File: src/design/fvp_pkg.sv
// Shared types, constants and CORDIC angle table for the flow vector to polar block.
package fvp_pkg;

  localparam int unsigned CordicSteps = 24;
  localparam int unsigned PreShift = 16;
  localparam int unsigned AngleBits = 33;
  localparam logic [32:0] QuarterTurn = 33'd1073741824;

  typedef struct packed {
    logic signed [15:0] x_component;
    logic signed [15:0] y_component;
  } fvp_in_t;

  typedef struct packed {
    logic [7:0] angle_code;
    logic [7:0] magnitude;
  } fvp_out_t;

  function automatic logic [31:0] atan_turns(input logic [4:0] k);
    case (k)
      5'd0:  atan_turns = 32'd536870912;
      5'd1:  atan_turns = 32'd316933406;
      5'd2:  atan_turns = 32'd167458907;
      5'd3:  atan_turns = 32'd85004756;
      5'd4:  atan_turns = 32'd42667331;
      5'd5:  atan_turns = 32'd21354465;
      5'd6:  atan_turns = 32'd10679838;
      5'd7:  atan_turns = 32'd5340245;
      5'd8:  atan_turns = 32'd2670163;
      5'd9:  atan_turns = 32'd1335087;
      5'd10: atan_turns = 32'd667544;
      5'd11: atan_turns = 32'd333772;
      5'd12: atan_turns = 32'd166886;
      5'd13: atan_turns = 32'd83443;
      5'd14: atan_turns = 32'd41722;
      5'd15: atan_turns = 32'd20861;
      5'd16: atan_turns = 32'd10430;
      5'd17: atan_turns = 32'd5215;
      5'd18: atan_turns = 32'd2608;
      5'd19: atan_turns = 32'd1304;
      5'd20: atan_turns = 32'd652;
      5'd21: atan_turns = 32'd326;
      5'd22: atan_turns = 32'd163;
      5'd23: atan_turns = 32'd81;
      default: atan_turns = 32'd0;
    endcase
  endfunction

endpackage

File: src/design/fvp_front.sv
// Front end: accepts vectors, squares the components and reduces to the first quadrant.
module fvp_front import fvp_pkg::*; #(
  parameter int CompBits = 16,
  parameter int OpBits = 50
) (
  input  logic                        clk_i,
  input  logic                        rst_ni,
  input  logic                        in_valid_i,
  output logic                        in_ready_o,
  input  logic signed [CompBits-1:0]  x_i,
  input  logic signed [CompBits-1:0]  y_i,
  output logic                        fr_valid_o,
  input  logic                        fr_ready_i,
  output logic signed [OpBits-1:0]    fr_re_o,
  output logic signed [OpBits-1:0]    fr_im_o,
  output logic [1:0]                  fr_quad_o,
  output logic                        fr_zero_o,
  output logic [2*CompBits:0]         fr_sq_o
);

  logic signed [OpBits-1:0] re0, im0, re1, im1;
  logic [1:0] quad;
  logic [CompBits:0] ax, ay;
  logic [2*CompBits+1:0] sq_full;

  logic                     valid_q;
  logic signed [OpBits-1:0] re_q, im_q;
  logic [1:0]               quad_q;
  logic                     zero_q;
  logic [2*CompBits:0]      sq_q;

  assign in_ready_o = !valid_q || fr_ready_i;

  always_comb begin
    re0 = OpBits'(y_i) <<< PreShift;
    im0 = OpBits'(x_i) <<< PreShift;
    if (re0 > 0 && im0 >= 0) begin
      quad = 2'd0; re1 = re0; im1 = im0;
    end else if (im0 > 0 && re0 <= 0) begin
      quad = 2'd1; re1 = im0; im1 = -re0;
    end else if (re0 < 0 && im0 <= 0) begin
      quad = 2'd2; re1 = -re0; im1 = -im0;
    end else begin
      quad = 2'd3; re1 = -im0; im1 = re0;
    end
    ax = x_i[CompBits-1] ? (CompBits+1)'(-$signed({x_i[CompBits-1], x_i}))
                         : (CompBits+1)'(x_i);
    ay = y_i[CompBits-1] ? (CompBits+1)'(-$signed({y_i[CompBits-1], y_i}))
                         : (CompBits+1)'(y_i);
    sq_full = (2*CompBits+2)'(ax) * (2*CompBits+2)'(ax)
            + (2*CompBits+2)'(ay) * (2*CompBits+2)'(ay);
  end

  always_ff @(posedge clk_i or negedge rst_ni) begin
    if (!rst_ni) begin
      valid_q <= 1'b0;
    end else if (in_ready_o) begin
      valid_q <= in_valid_i;
    end
  end

  always_ff @(posedge clk_i) begin
    if (in_ready_o && in_valid_i) begin
      re_q   <= re1;
      im_q   <= im1;
      quad_q <= quad;
      zero_q <= (x_i == '0) && (y_i == '0);
      sq_q   <= sq_full[2*CompBits:0];
    end
  end

  assign fr_valid_o = valid_q;
  assign fr_re_o    = re_q;
  assign fr_im_o    = im_q;
  assign fr_quad_o  = quad_q;
  assign fr_zero_o  = zero_q;
  assign fr_sq_o    = sq_q;

endmodule

File: config.mk
export PLATFORM = sky130hd
export DESIGN_NAME = fvp_front
export DESIGN_NICKNAME = d
export VERILOG_FILES = /design/src/design/fvp_pkg.sv /design/src/design/fvp_front.sv
export SDC_FILE = /design/constraint.sdc
export NUM_CORES = 1
export LEC_CHECK = 0
export BUFFER_PORTS_ARGS = -buffer_cell sky130_fd_sc_hd__buf_4
export CORE_ASPECT_RATIO = 1.4
export CORE_UTILIZATION = 56
export CTS_BUF_LIST = sky130_fd_sc_hd__clkbuf_4 sky130_fd_sc_hd__clkbuf_8
export DETAILED_ROUTE_END_ITERATION = 10
export MAX_ROUTING_LAYER = met4
export PLACE_DENSITY = 0.75
export RECOVER_POWER = 25
export REMOVE_ABC_BUFFERS = 1
export SLEW_MARGIN = 30
export SYNTH_ARGS = -nofsm -noshare
export SYNTH_HDL_FRONTEND = slang
export SYNTH_SLANG_ARGS = --single-unit
File: constraint.sdc
create_clock -name clk_i -period 6.6 [get_ports clk_i]
set_input_delay 1.32 -clock clk_i [delete_from_list [all_inputs] [get_ports clk_i]]
set_output_delay 1.32 -clock clk_i [all_outputs]
set_load 0.01 [all_outputs]
## Yosys cells after proc, flatten, opt, wreduce, memory -nomap -nowiden

Cells that the tools add are included.

- $add $sub $neg: 5
- $mul: 2
- Order comparisons: 6
- Muxes and demuxes: 10
- Reductions and logical operators: 10

Operator list:

| kind | count |
|---|---|
| 2-to-1 mux 50 bit | 6 |
| negation 32 -> 50 bit | 2 |
| multiplier 17 x 17 -> 33 bit | 2 |
| greater-than comparator 32 x 1 -> 1 bit, second input constant | 2 |
| <= comparator 32 x 1 -> 1 bit, second input constant | 2 |
| 2-to-1 mux 17 bit | 2 |
| negation 16 -> 17 bit | 2 |
| adder 33 bit | 1 |
| >= comparator 32 x 1 -> 1 bit, second input constant | 1 |
| zero test 16 bit | 2 |
| less-than comparator 32 x 1 -> 1 bit, second input constant | 1 |
| logical AND 1 bit | 5 |
| 2-to-1 mux 1 bit | 2 |
| OR reduction 2 bit | 1 |
| zero test 1 bit | 1 |
| logical OR 1 bit | 1 |

- Flip-flop bits (word level): 137
- Input bits: 36
- Output and inout port bits: 138
- Logic and storage cells: 42

## Logic depth before layout (Yosys ltp)

Gate-level depths: netlist of run 1.

- Depth in word-level cells: 5
- Gate-level depth with buffers: 37
- Mapped depth without buffers: 33

## Least setup slack after synthesis of run 1

Ideal clock, no wire load.

- Kind: input port to flip-flop
- Start point: input y_i[0]
- End point: register sq_q[31] (netlist: fr_sq_o[31]), data pin
- Setup time: 0.261 ns
- Arrival time: 10.259 ns
- Required time: 6.339 ns
- Slack: -3.920 ns
- Stages on the path: 34
- Path buffers: 4
- Cells stage by stage: clkbuf_1 inv_1 clkbuf_1 ha_1 or3b_1 buf_2 or4b_4 or4_1 nand2b_1 inv_1 ha_1 clkbuf_1 nand2_1 fa_1 inv_1 fa_1 inv_1 fa_1 inv_1 fa_1 fa_1 fa_1 fa_1 inv_1 fa_1 inv_1 ha_1 nand3_1 nor2_1 a211oi_1 a21oi_1 o31ai_1 nand4_1 o311a_1

- Word-level cells in the longest chain between the ends: 4

RTL lines:

| item | line | RTL |
|---|---|---|
| start: declaration | fvp_front.sv:11 | `input logic signed [CompBits-1:0] y_i,` |
| negation 16 -> 17 bit | fvp_front.sv:48 | `ay = y_i[CompBits-1] ? (CompBits+1)'(-$signed({y_i[CompBits-1], y_i}))` |
| 2-to-1 mux 17 bit (*) | fvp_front.sv:48 |  |
| multiplier 17 x 17 -> 33 bit (*) | fvp_front.sv:51 | `+ (2*CompBits+2)'(ay) * (2*CompBits+2)'(ay);` |
| adder 33 bit (*) | fvp_front.sv:51 |  |
| via sq_full[31] | fvp_front.sv:24 | `logic [2*CompBits+1:0] sq_full;` |
| end signal: assignment | fvp_front.sv:68 | `sq_q <= sq_full[2*CompBits:0];` |
| end: declaration | fvp_front.sv:30 | `logic [2*CompBits:0] sq_q;` |

The timed path passes the listed nets; every way through them passes the cells marked *.
A chain may end at the register's enable or synchronous reset.

## Worst setup path in the final report of run 1

Same ends and word-level chain as after synthesis.

==> run_results.csv, run 1 <==
group,metric,value,unit
timing,maxSlewViolCount,44,
drt,first_pass_iters,6,
drt,first_iter_violations,1388,
critical_path,worstPathRequired,6.76,ns
synth,syn_avg_cell_area,9.392,µm²
synth,yosys.area.top_type,"fa_1",
critical_path,reg2reg_slack,2.77,ns
timing,fmax,0.1063,GHz
synth,async_flop_share,0.9524,%
timing,setup_violations,28,
drt,dr_total_vias,19210,
drt,wl_per_cell,20.93,µm
timing,skew,0.02131,ns
floorplanning,fp.dieArea,0.04068,mm²
timing,min_period_over_period,142.5,%
global_route,antenna_found_initial,0,
drt,drc,0,
floorplanning,ios,174,
place,gp_congestion,1.004,
critical_path,cp.arrival,9.57,ns
critical_path,start_kind,"input pin",
place,dp_worst_setup_slack,-3.906,ns
clocking,path_clk_slew,0.12,ns
place,dpl.hpwl,55760,µm
place,dpl-instance-area,0.02698,mm²
critical_path,critPathCaptureType,"flip-flop",
drt,wirelength,72740,µm
critical_path,r2r_start,"fr_valid_o$_DFFE_PN0N_",
outcome,outcome,"finished with violations",
synth,ys_top_cells_by_area,"fa_1, edfxtp_1, ha_1",
drt,post_drt_via_cell_ratio,5.528,
clocking,cts_tree,"built",
floorplanning,start_util,56.69,%
worst_hold_path,min_from,"fr_valid_o$_DFFE_PN0N_",
synth,synth-seq-cells,105,
floorplanning,rows,86,
timing,worst_pin_slew,2.745,ns
timing,hold_viol,0,
floorplanning,die_x,170.8,µm
place,place.port_buffers,141,
critical_path,reg2reg_to,"fr_im_o[25]$_DFFE_PP_",
layout,final_nets,3621,
layout,layout-drive-gt1-share,31.90,%
worst_hold_path,hold_class,"flip-flop to flip-flop",
run,maxCapViolations,1,
drt,ant_nets,0,
synth,yosys_warnings,0,
clocking,clock_latency,0.40,ns
synth,synth_top_flop_cell,"edfxtp_1",
global_route,grt_pass1_wl,108600,µm
global_route,grt_max_degree,63,
critical_path,worstSetupPathType,"input pin to flip-flop",
critical_path,cp_slowest_cell,"fa_2",
critical_path,reg2regPathDepth,3,
synth,synth_edf_count,104,
clocking,cts_made_buffers,9,
synth,yosys.cell_count.top_type,"inv_1",
synth,syn_inst,2377,
clocking,h-tree-depth,3,
clocking,cts_sinks,105,
floorplanning,die_y,238.2,µm
synth,yosysUniqueCellTypes,73,
timing,rsz0062_at_grt,"yes",
synth,seq_area_frac_synth,14.10,%
layout,areaGrowthSynthToFinish,31.88,%
synth,synthTopCellsByCount,"inv_1, fa_1, nand2_1",
critical_path,slowest_delay,0.70,ns
timing,period_minus_slack,9.408,ns
layout,antenna_cells,0,
clocking,clockBufferDepth,2,
critical_path,crit_fanout,6,
timing,fin_ws,-2.808,ns
floorplanning,core-area,0.03938,mm²
worst_hold_path,min_to,"fr_valid_o$_DFFE_PN0N_",
clocking,root_buffer,"clkbuf_8",
synth,synth_area,0.02233,mm²
synth,synth_top_area_share,40.08,%
global_route,grt_pass1_vias,21040,
timing,maxSlewHeadroom,-83.07,%
critical_path,crit_top_cell,"fa_1",
layout,final_area,0.02944,mm²
global_route,grtUsageTotal,36.84,%
layout,n_fill_cell,2680,
worst_hold_path,hold_path_depth,2,
outcome,violations,"max-capacitance violations, max-slew violations, negative setup slack",
global_route,grt_overflow,0,
-- worst max-delay path: cells and delay by family --
family | cells | cell delay (ns)
xor gates and xnor gates | 1 | 0.19
and+or+nand+nor | 6 | 1.22
AOI/OAI and AO/OA | 5 | 0.94
buffers and inverters | 15 | 1.63
adders and majority gates | 10 | 4.25
-- cell families (layout without fill, tap and decap cells) --
group | after synthesis | count (layout) | synth area share (%)
compound gates | 245 | 245 | 6.860
other cells | 1 | 32 | 0.01680
simple gates | 541 | 541 | 10.89
fa+ha+maj | 643 | 643 | 51.07
mux | 3 | 3 | 0.1401
buf+inv | 753 | 1292 | 13.44
xor+xnor | 86 | 86 | 3.475
flops | 105 | 105 | 14.10
-- sequential cells by signal (all words and copies together) (netlist names) --
signal	cells
fr_re_o	34
fr_zero_o	1
fr_quad_o	2
fr_sq_o	33
fr_valid_o	1
fr_im_o	34
-- worst max-delay path by stage --
stage               cells past startpoint   start                    end
detailed placement                     33  y_i[0]  fr_sq_o[31]$_DFFE_PP_
finish                                 37  y_i[0]  fr_sq_o[31]$_DFFE_PP_
global placement                       34  y_i[0]  fr_sq_o[29]$_DFFE_PP_
CTS                                    32  y_i[0]  fr_sq_o[31]$_DFFE_PP_
global route                           35  x_i[0]  fr_sq_o[31]$_DFFE_PP_
floorplan                              27  y_i[0]  fr_sq_o[30]$_DFFE_PP_
-- placed cells by master, fill, tap and decap left out, types with 19 or more instances in the layout --
cell | netlist | layout
inv_1 | 624 | 572
buf_4 | 36 | 545
fa_1 | 447 | 412
nand2_1 | 209 | 176
ha_1 | 196 | 158
nor2_1 | 183 | 153
edfxtp_1 | 104 | 104
o21ai_0 | 82 | 69
a21oi_1 | 69 | 52
inv_2 | 3 | 50
xnor2_1 | 59 | 48
buf_6 | 4 | 47
and2_1 | 45 | 40
fa_2 | 0 | 35
ha_4 | 0 | 34
conb_1 | 1 | 32
clkbuf_1 | 68 | 28
nand2_2 | 1 | 19
nor2_2 | 1 | 19
-- layer usage --
layer | track usage [%] | vias up | routed length, µm
met1 | 37.16 | 9546 | 22820
li1 | - | 8273 | -
met5 | - | - | 0
met4 | 27.49 | 0 | 6997
met3 | 4.196 | 427 | 4843
met2 | 65.08 | 963 | 38080
-- cell type report --
type,instances,area (µm²),share of cell area [%]
timing repair buffer,643,5159,17.52
clock buffer,9,123.9,0.4207
clock inverter,7,78.83,0.2677
sequential,105,3148,10.69
inverter,633,2404,8.164
multi-input combinational,1550,17870,60.69
tap,528,660.6,2.244
-- metrics by stage --
stage | hold slack [ns] | setup TNS, ns | util [%] | std cells
floorplan | 0.6221 | -75.90 | - | 2288
global placement | 0.5200 | -82.41 | 68.50 | 3391
detailed placement | 0.5910 | -85.60 | 68.50 | 3391
CTS | 0.6217 | -57.70 | 72.91 | 3446
global route | 0.6412 | -67.13 | 74.76 | 3475
finish | 0.6098 | -61.80 | 74.76 | 3475
-- repair_timing --
item                                    in CTS  in global routing
pin swaps                                  183                143
setup buffers                               44                 30
gates resized for setup                    279                157
hold buffers                                 0                  0
endpoints found under the setup margin      28                 28
Power of run 1 is left out: the tool's default activity adds up to more than one toggle a clock period on the data nets, which glitch-free logic cannot reach.
==> run 2: changes to the inputs <==
--- a/config.mk
+++ b/config.mk
@@ -6,7 +6,7 @@
 export NUM_CORES = 1
 export LEC_CHECK = 0
 export BUFFER_PORTS_ARGS = -buffer_cell sky130_fd_sc_hd__buf_4
-export CORE_ASPECT_RATIO = 1.4
+export CORE_ASPECT_RATIO = 0.8
 export CORE_UTILIZATION = 56
 export CTS_BUF_LIST = sky130_fd_sc_hd__clkbuf_4 sky130_fd_sc_hd__clkbuf_8
 export DETAILED_ROUTE_END_ITERATION = 10
==> run 2 against run 1 <==
The run still ends with max-capacitance violations, max-slew violations, negative setup slack left; die area about the same; final cell count is essentially flat; utilization fell by 1.2 points; fmax shrank 0.40%; largest cell class unchanged; critical path depth down 4; critical endpoint unchanged; final area fell by 1.7%; non-clock buffer count shrank 10; via count down 2.0%.
==> run_results.csv, run 2 (synthesis results as in run 1) <==
group,metric,value,unit
layout,final_common_cell,"inv_1",
drt,met3_length,6009,µm
critical_path,path_buf_inv,10,
floorplanning,start_util,56.72,%
place,dpl-instance-area,0.02716,mm²
place,place.port_buffers,141,
critical_path,cp.arrival,9.62,ns
clocking,root_buffer,"clkbuf_8",
place,dpl.hpwl,54280,µm
layout,layout-drive-gt1-share,29.55,%
critical_path,crit_top_cell,"fa_1",
clocking,cts_tree,"built",
drt,wl_met2,32250,µm
global_route,grt_overflow,0,
drt,post_drt_via_cell_ratio,5.423,
layout,n_fill_cell,2756,
layout,final_area,0.02894,mm²
timing,rsz0062_at_grt,"yes",
clocking,clock_latency,0.40,ns
clocking,path_clk_slew,0.13,ns
floorplanning,die_y,180.6,µm
place,gp_congestion,1.023,
outcome,violations,"max-capacitance violations, max-slew violations, negative setup slack",
clocking,cts_made_buffers,9,
critical_path,setup.worst_path.start,"y_i[1]",
layout,areaGrowthSynthToFinish,29.63,%
critical_path,critPathTopFamily,"adder cells",
drt,routed.top_layer,"met4",
drt,drc,0,
critical_path,worstSetupPathType,"input pin to flip-flop",
drt,wl_met1,26190,µm
timing,maxSlewViolCount,40,
drt,wl_per_cell,19.47,µm
timing,setup_violations,28,
clocking,cts_sinks,105,
layout,final_util,73.52,%
floorplanning,fp.dieArea,0.04067,mm²
global_route,grtUsageTotal,35.39,%
clocking,ctsHoldBuffers,0,
timing,min_period_over_period,143.1,%
floorplanning,die_x,225.2,µm
global_route,antenna_found_initial,0,
critical_path,crit_fanout,6,
timing,tns,-61.53,ns
timing,fmax,0.1059,GHz
clocking,clockBufferDepth,2,
floorplanning,ios,174,
critical_path,critPathCaptureType,"flip-flop",
critical_path,cp_slowest_cell,"fa_1",
layout,final_nets,3611,
timing,skew,0.01657,ns
global_route,grt_pass1_wl,106500,µm
critical_path,start_kind,"input pin",
drt,dr_total_vias,18830,
drt,wirelength,67630,µm
layout,antenna_cells,0,
drt,first_iter_violations,1671,
clocking,h-tree-depth,3,
place,dp_worst_setup_slack,-3.904,ns
floorplanning,core-area,0.03936,mm²
drt,ant_nets,0,
timing,hold_viol,0,
layout,layout_common_cells,"inv_1, buf_4, fa_1",
timing,worst_pin_slew,2.916,ns
critical_path,worstPathRequired,6.77,ns
global_route,grt_pass1_vias,20120,
timing,maxSlewHeadroom,-94.54,%
timing,period_minus_slack,9.446,ns
critical_path,slowest_delay,0.54,ns
drt,first_pass_iters,6,
worst_hold_path,hold_class,"flip-flop to flip-flop",
run,maxCapViolations,1,
worst_hold_path,min_from,"fr_valid_o$_DFFE_PN0N_",
floorplanning,rows,65,
critical_path,r2r_start,"fr_valid_o$_DFFE_PN0N_",
timing,fin_ws,-2.846,ns
outcome,outcome,"finished with violations",
global_route,grt_max_degree,67,
-- run 2: cell types whose count changed in the layout (fill, tap and decap cells not counted), sizes merged --
cell / delta
buf: -10
clkbuf: +1
clkinv: +1
bufbuf: -1
inv: -1
-- run 2: repair_timing --
action	in CTS	in global routing
cloned	1	0
setup endpoints to repair	28	28
pin swaps	164	118
gates resized for setup	222	116
buffers inserted	31	19
-- run 2: worst reg2reg max path, delay by kind of cell (launching register included) --
kind	cells	cell delay, ns
flops	1	0.41
buf+inv	1	0.95
simple gates	2	2.26
-- run 2: stage by stage --
| stage | std cells | hold slack (ns) |
|---|---|---|
| floorplan | 2288 | 0.6221 |
| global placement | 3415 | 0.5123 |
| detailed placement | 3415 | 0.5745 |
| CTS | 3462 | 0.6012 |
| global route | 3473 | 0.6291 |
| finish | 3473 | 0.5918 |
-- run 2: final cells by class --
type	count	area [µm²]	share of cell area, %
Clock buffer	9	123.9	0.4280
Clock inverter	7	93.84	0.3243
Inverter	633	2394	8.271
Multi-Input combinational cell	1550	17480	60.40
Sequential cell	105	3148	10.88
Tap cell	536	670.6	2.317
Timing Repair Buffer	633	5031	17.39
-- run 2: worst paths after layout --
check | to | slack (ns) | cells past startpoint
setup / recovery | fr_sq_o[31]$_DFFE_PP_ | -2.85 | 33
hold / removal | fr_valid_o$_DFFE_PN0N_ | 0.59 | 2
setup reg to reg | fr_re_o[35]$_DFFE_PP_ | 2.60 | 3
hold reg to reg | fr_valid_o$_DFFE_PN0N_ | 0.59 | 2
max in group asynchronous | fr_valid_o$_DFFE_PN0N_ | 5.83 | 1
min in group asynchronous | fr_valid_o$_DFFE_PN0N_ | 0.68 | 1
-- run 2: routing by layer --
| metal | vias up | global-route usage [%] |
|---|---|---|
| met1 | 9412 | 45.58 |
| li1 | 8241 | - |
| met3 | 221 | 6.017 |
| met4 | 0 | 14.31 |
| met5 | - | - |
| met2 | 960 | 55.74 |
Power of run 2 is left out for the same reason.
==> run 3: changes to the inputs <==
--- a/config.mk
+++ b/config.mk
@@ -7,11 +7,10 @@
 export LEC_CHECK = 0
 export BUFFER_PORTS_ARGS = -buffer_cell sky130_fd_sc_hd__buf_4
 export CORE_ASPECT_RATIO = 0.8
-export CORE_UTILIZATION = 56
+export CORE_UTILIZATION = 25
 export CTS_BUF_LIST = sky130_fd_sc_hd__clkbuf_4 sky130_fd_sc_hd__clkbuf_8
 export DETAILED_ROUTE_END_ITERATION = 10
 export MAX_ROUTING_LAYER = met4
-export PLACE_DENSITY = 0.75
 export RECOVER_POWER = 25
 export REMOVE_ABC_BUFFERS = 1
 export SLEW_MARGIN = 30
==> constraint.sdc (replaced) <==
create_clock -name clk_i -period 9.5 [get_ports clk_i]
set_input_delay 1.9 -clock clk_i [delete_from_list [all_inputs] [get_ports clk_i]]
set_output_delay 1.9 -clock clk_i [all_outputs]
set_load 0.01 [all_outputs]
==> run 3 against run 2 <==
The flow still finishes with violations (max-capacitance violations, max-slew violations, negative setup slack); worst setup slack better by 2.6 ns; global-route usage down 20 points; final cell count rose by 19%; sequential cell count stayed put; utilization down 40 points; first-iteration DRC count down 27%; critical path depth did not move; via count fell by 6.3%; clock skew increased by 0.013 ns; register-to-register slack improved by 3.0 ns; largest cell class unchanged; sequential share of layout area fell by 0.30 points.
==> run_results.csv, run 3 (synthesis results as in run 1) <==
group,metric,value,unit
timing,maxSlewViolCount,35,
floorplanning,ios,174,
critical_path,crit_fanout,7,
floorplanning,core-area,0.08799,mm²
floorplanning,rows,97,
critical_path,cp.arrival,10.09,ns
timing,skew,0.02994,ns
clocking,path_clk_slew,0.14,ns
floorplanning,fp.dieArea,0.09051,mm²
place,placedCellCount,4051,
worst_hold_path,min_to,"fr_valid_o$_DFFE_PN0N_",
timing,period_minus_slack,9.793,ns
layout,areaGrowthSynthToFinish,33.35,%
global_route,antenna_found_initial,3,
drt,post_drt_via_cell_ratio,4.276,
worst_hold_path,hold_path_depth,2,
layout,layout_common_cells,"inv_1, buf_4, fa_1",
global_route,grt_overflow,0,
drt,wirelength,68680,µm
worst_hold_path,hold_class,"flip-flop to flip-flop",
critical_path,r2r_start,"fr_valid_o$_DFFE_PN0N_",
drt,first_iter_violations,1221,
critical_path,worstPathRequired,9.80,ns
layout,final_common_cell,"inv_1",
clocking,clockBufferDepth,2,
global_route,grt_pass1_wl,104600,µm
drt,ant_nets,0,
run,maxCapViolations,1,
timing,fmax,0.1021,GHz
clocking,clock_latency,0.46,ns
floorplanning,die_x,336.1,µm
critical_path,worstSetupPathType,"input pin to flip-flop",
timing,worst_pin_slew,2.774,ns
place,gp_congestion,0.9335,
layout,layout-drive-gt1-share,30.03,%
timing,min_period_over_period,103.1,%
timing,rsz0062_at_grt,"yes",
critical_path,start_kind,"input pin",
worst_hold_path,min_from,"fr_valid_o$_DFFE_PN0N_",
critical_path,critPathTopFamily,"adder cells",
drt,first_pass_iters,6,
timing,setup_violations,11,
critical_path,crit_top_cell,"fa_1",
clocking,cts_sinks,105,
drt,dr_total_vias,17640,
critical_path,reg2reg_to,"fr_re_o[40]$_DFFE_PP_",
critical_path,reg2regPathDepth,3,
timing,fin_ws,-0.2927,ns
place,dp_worst_setup_slack,-1.540,ns
critical_path,cp_slowest_cell,"fa_2",
critical_path,path_buf_inv,12,
drt,drc,0,
clocking,root_buffer,"clkbuf_8",
critical_path,reg2reg_slack,5.57,ns
layout,stdcell_count,4126,
critical_path,critPathCaptureType,"flip-flop",
layout,final_area,0.02977,mm²
critical_path,slowest_delay,0.58,ns
floorplanning,die_y,269.3,µm
timing,maxSlewHeadroom,-85.01,%
global_route,grt_max_degree,72,
timing,hold_viol,0,
place,place.port_buffers,141,
clocking,cts_tree,"built",
global_route,grtUsageTotal,15.52,%
clocking,h-tree-depth,3,
outcome,violations,"max-capacitance violations, max-slew violations, negative setup slack",
global_route,grt_pass1_vias,17980,
place,dpl-instance-area,0.02776,mm²
layout,final_nets,3608,
clocking,cts_made_buffers,9,
drt,wl_per_cell,16.64,µm
floorplanning,start_util,25.37,%
place,dpl.hpwl,57570,µm
outcome,outcome,"finished with violations",
layout,n_fill_cell,8966,
[run 3: cell count changes in the layout (fill, tap and decap cells not counted), moves of 5 or more]
cell / previous run / this run
buf_4: 544 / 532
inv_1: 579 / 572
nor2_4: 5 / 10
fa_2: 25 / 33
nand2_1: 188 / 177
fa_1: 422 / 414
nand2_2: 11 / 17
clkbuf_1: 31 / 39
buf_12: 19 / 13
inv_4: 0 / 7
buf_6: 32 / 37
nand2_4: 10 / 16
[run 3: final cells by class]
class	instances	area, µm²	share of cell area [%]
clock buffers	9	123.9	0.4161
inverters	633	2404	8.073
diodes	4	10.01	0.03362
repair buffers	630	4927	16.55
clock inverters	7	88.84	0.2984
multi-input cells	1550	17580	59.06
well taps	1188	1486	4.993
flip-flops and latches	105	3148	10.57
[run 3: what timing repair did]
action,in CTS,in global routing
setup buffers,23,33
hold buffers,0,0
pin swaps,179,114
endpoints found under the hold margin,0,0
gates cloned,1,3
resized for setup,232,151
setup endpoints to repair,21,20
[run 3: metal layers]
| layer | global-route usage [%] | up-vias | wire, µm |
|---|---|---|---|
| met2 | 21.94 | 598 | 29500 |
| met3 | 4.171 | 54 | 6007 |
| met5 | - | - | 0 |
| met1 | 22.19 | 8733 | 32040 |
| li1 | - | 8259 | - |
| met4 | 2.704 | 0 | 1133 |
[run 3: tightest hold or removal path: stages (launching register included)]
cell and delay [ns]:
dfrtp_1 0.36, nand2b_1 0.09, nand2b_1 0.08
[run 3: through the flow]
stage                     hold slack, ns  TNS [ns]  utilization (%)
final                             0.5492    -2.340            33.83
after global routing              0.5706    -5.359            33.83
after CTS                         0.5655    -2.254            33.05
after detailed placement          0.5371    -27.17            31.55
after global placement            0.5226    -25.37            31.55
after floorplan                   0.6221    -18.21                -
[run 3: worst max path at each step]
| stage | cells past startpoint | slack, ns | end | startpoint |
|---|---|---|---|---|
| after floorplan | 27 | -1.31 | fr_sq_o[30]$_DFFE_PP_ | y_i[0] |
| after global routing | 37 | -0.50 | fr_sq_o[31]$_DFFE_PP_ | y_i[1] |
| after detailed placement | 32 | -1.54 | fr_sq_o[32]$_DFFE_PP_ | x_i[0] |
| after CTS | 32 | -0.30 | fr_sq_o[31]$_DFFE_PP_ | y_i[1] |
| final | 33 | -0.29 | fr_sq_o[32]$_DFFE_PP_ | y_i[0] |
| after global placement | 32 | -1.45 | fr_sq_o[32]$_DFFE_PP_ | x_i[0] |
Power of run 3 is left out for the same reason.
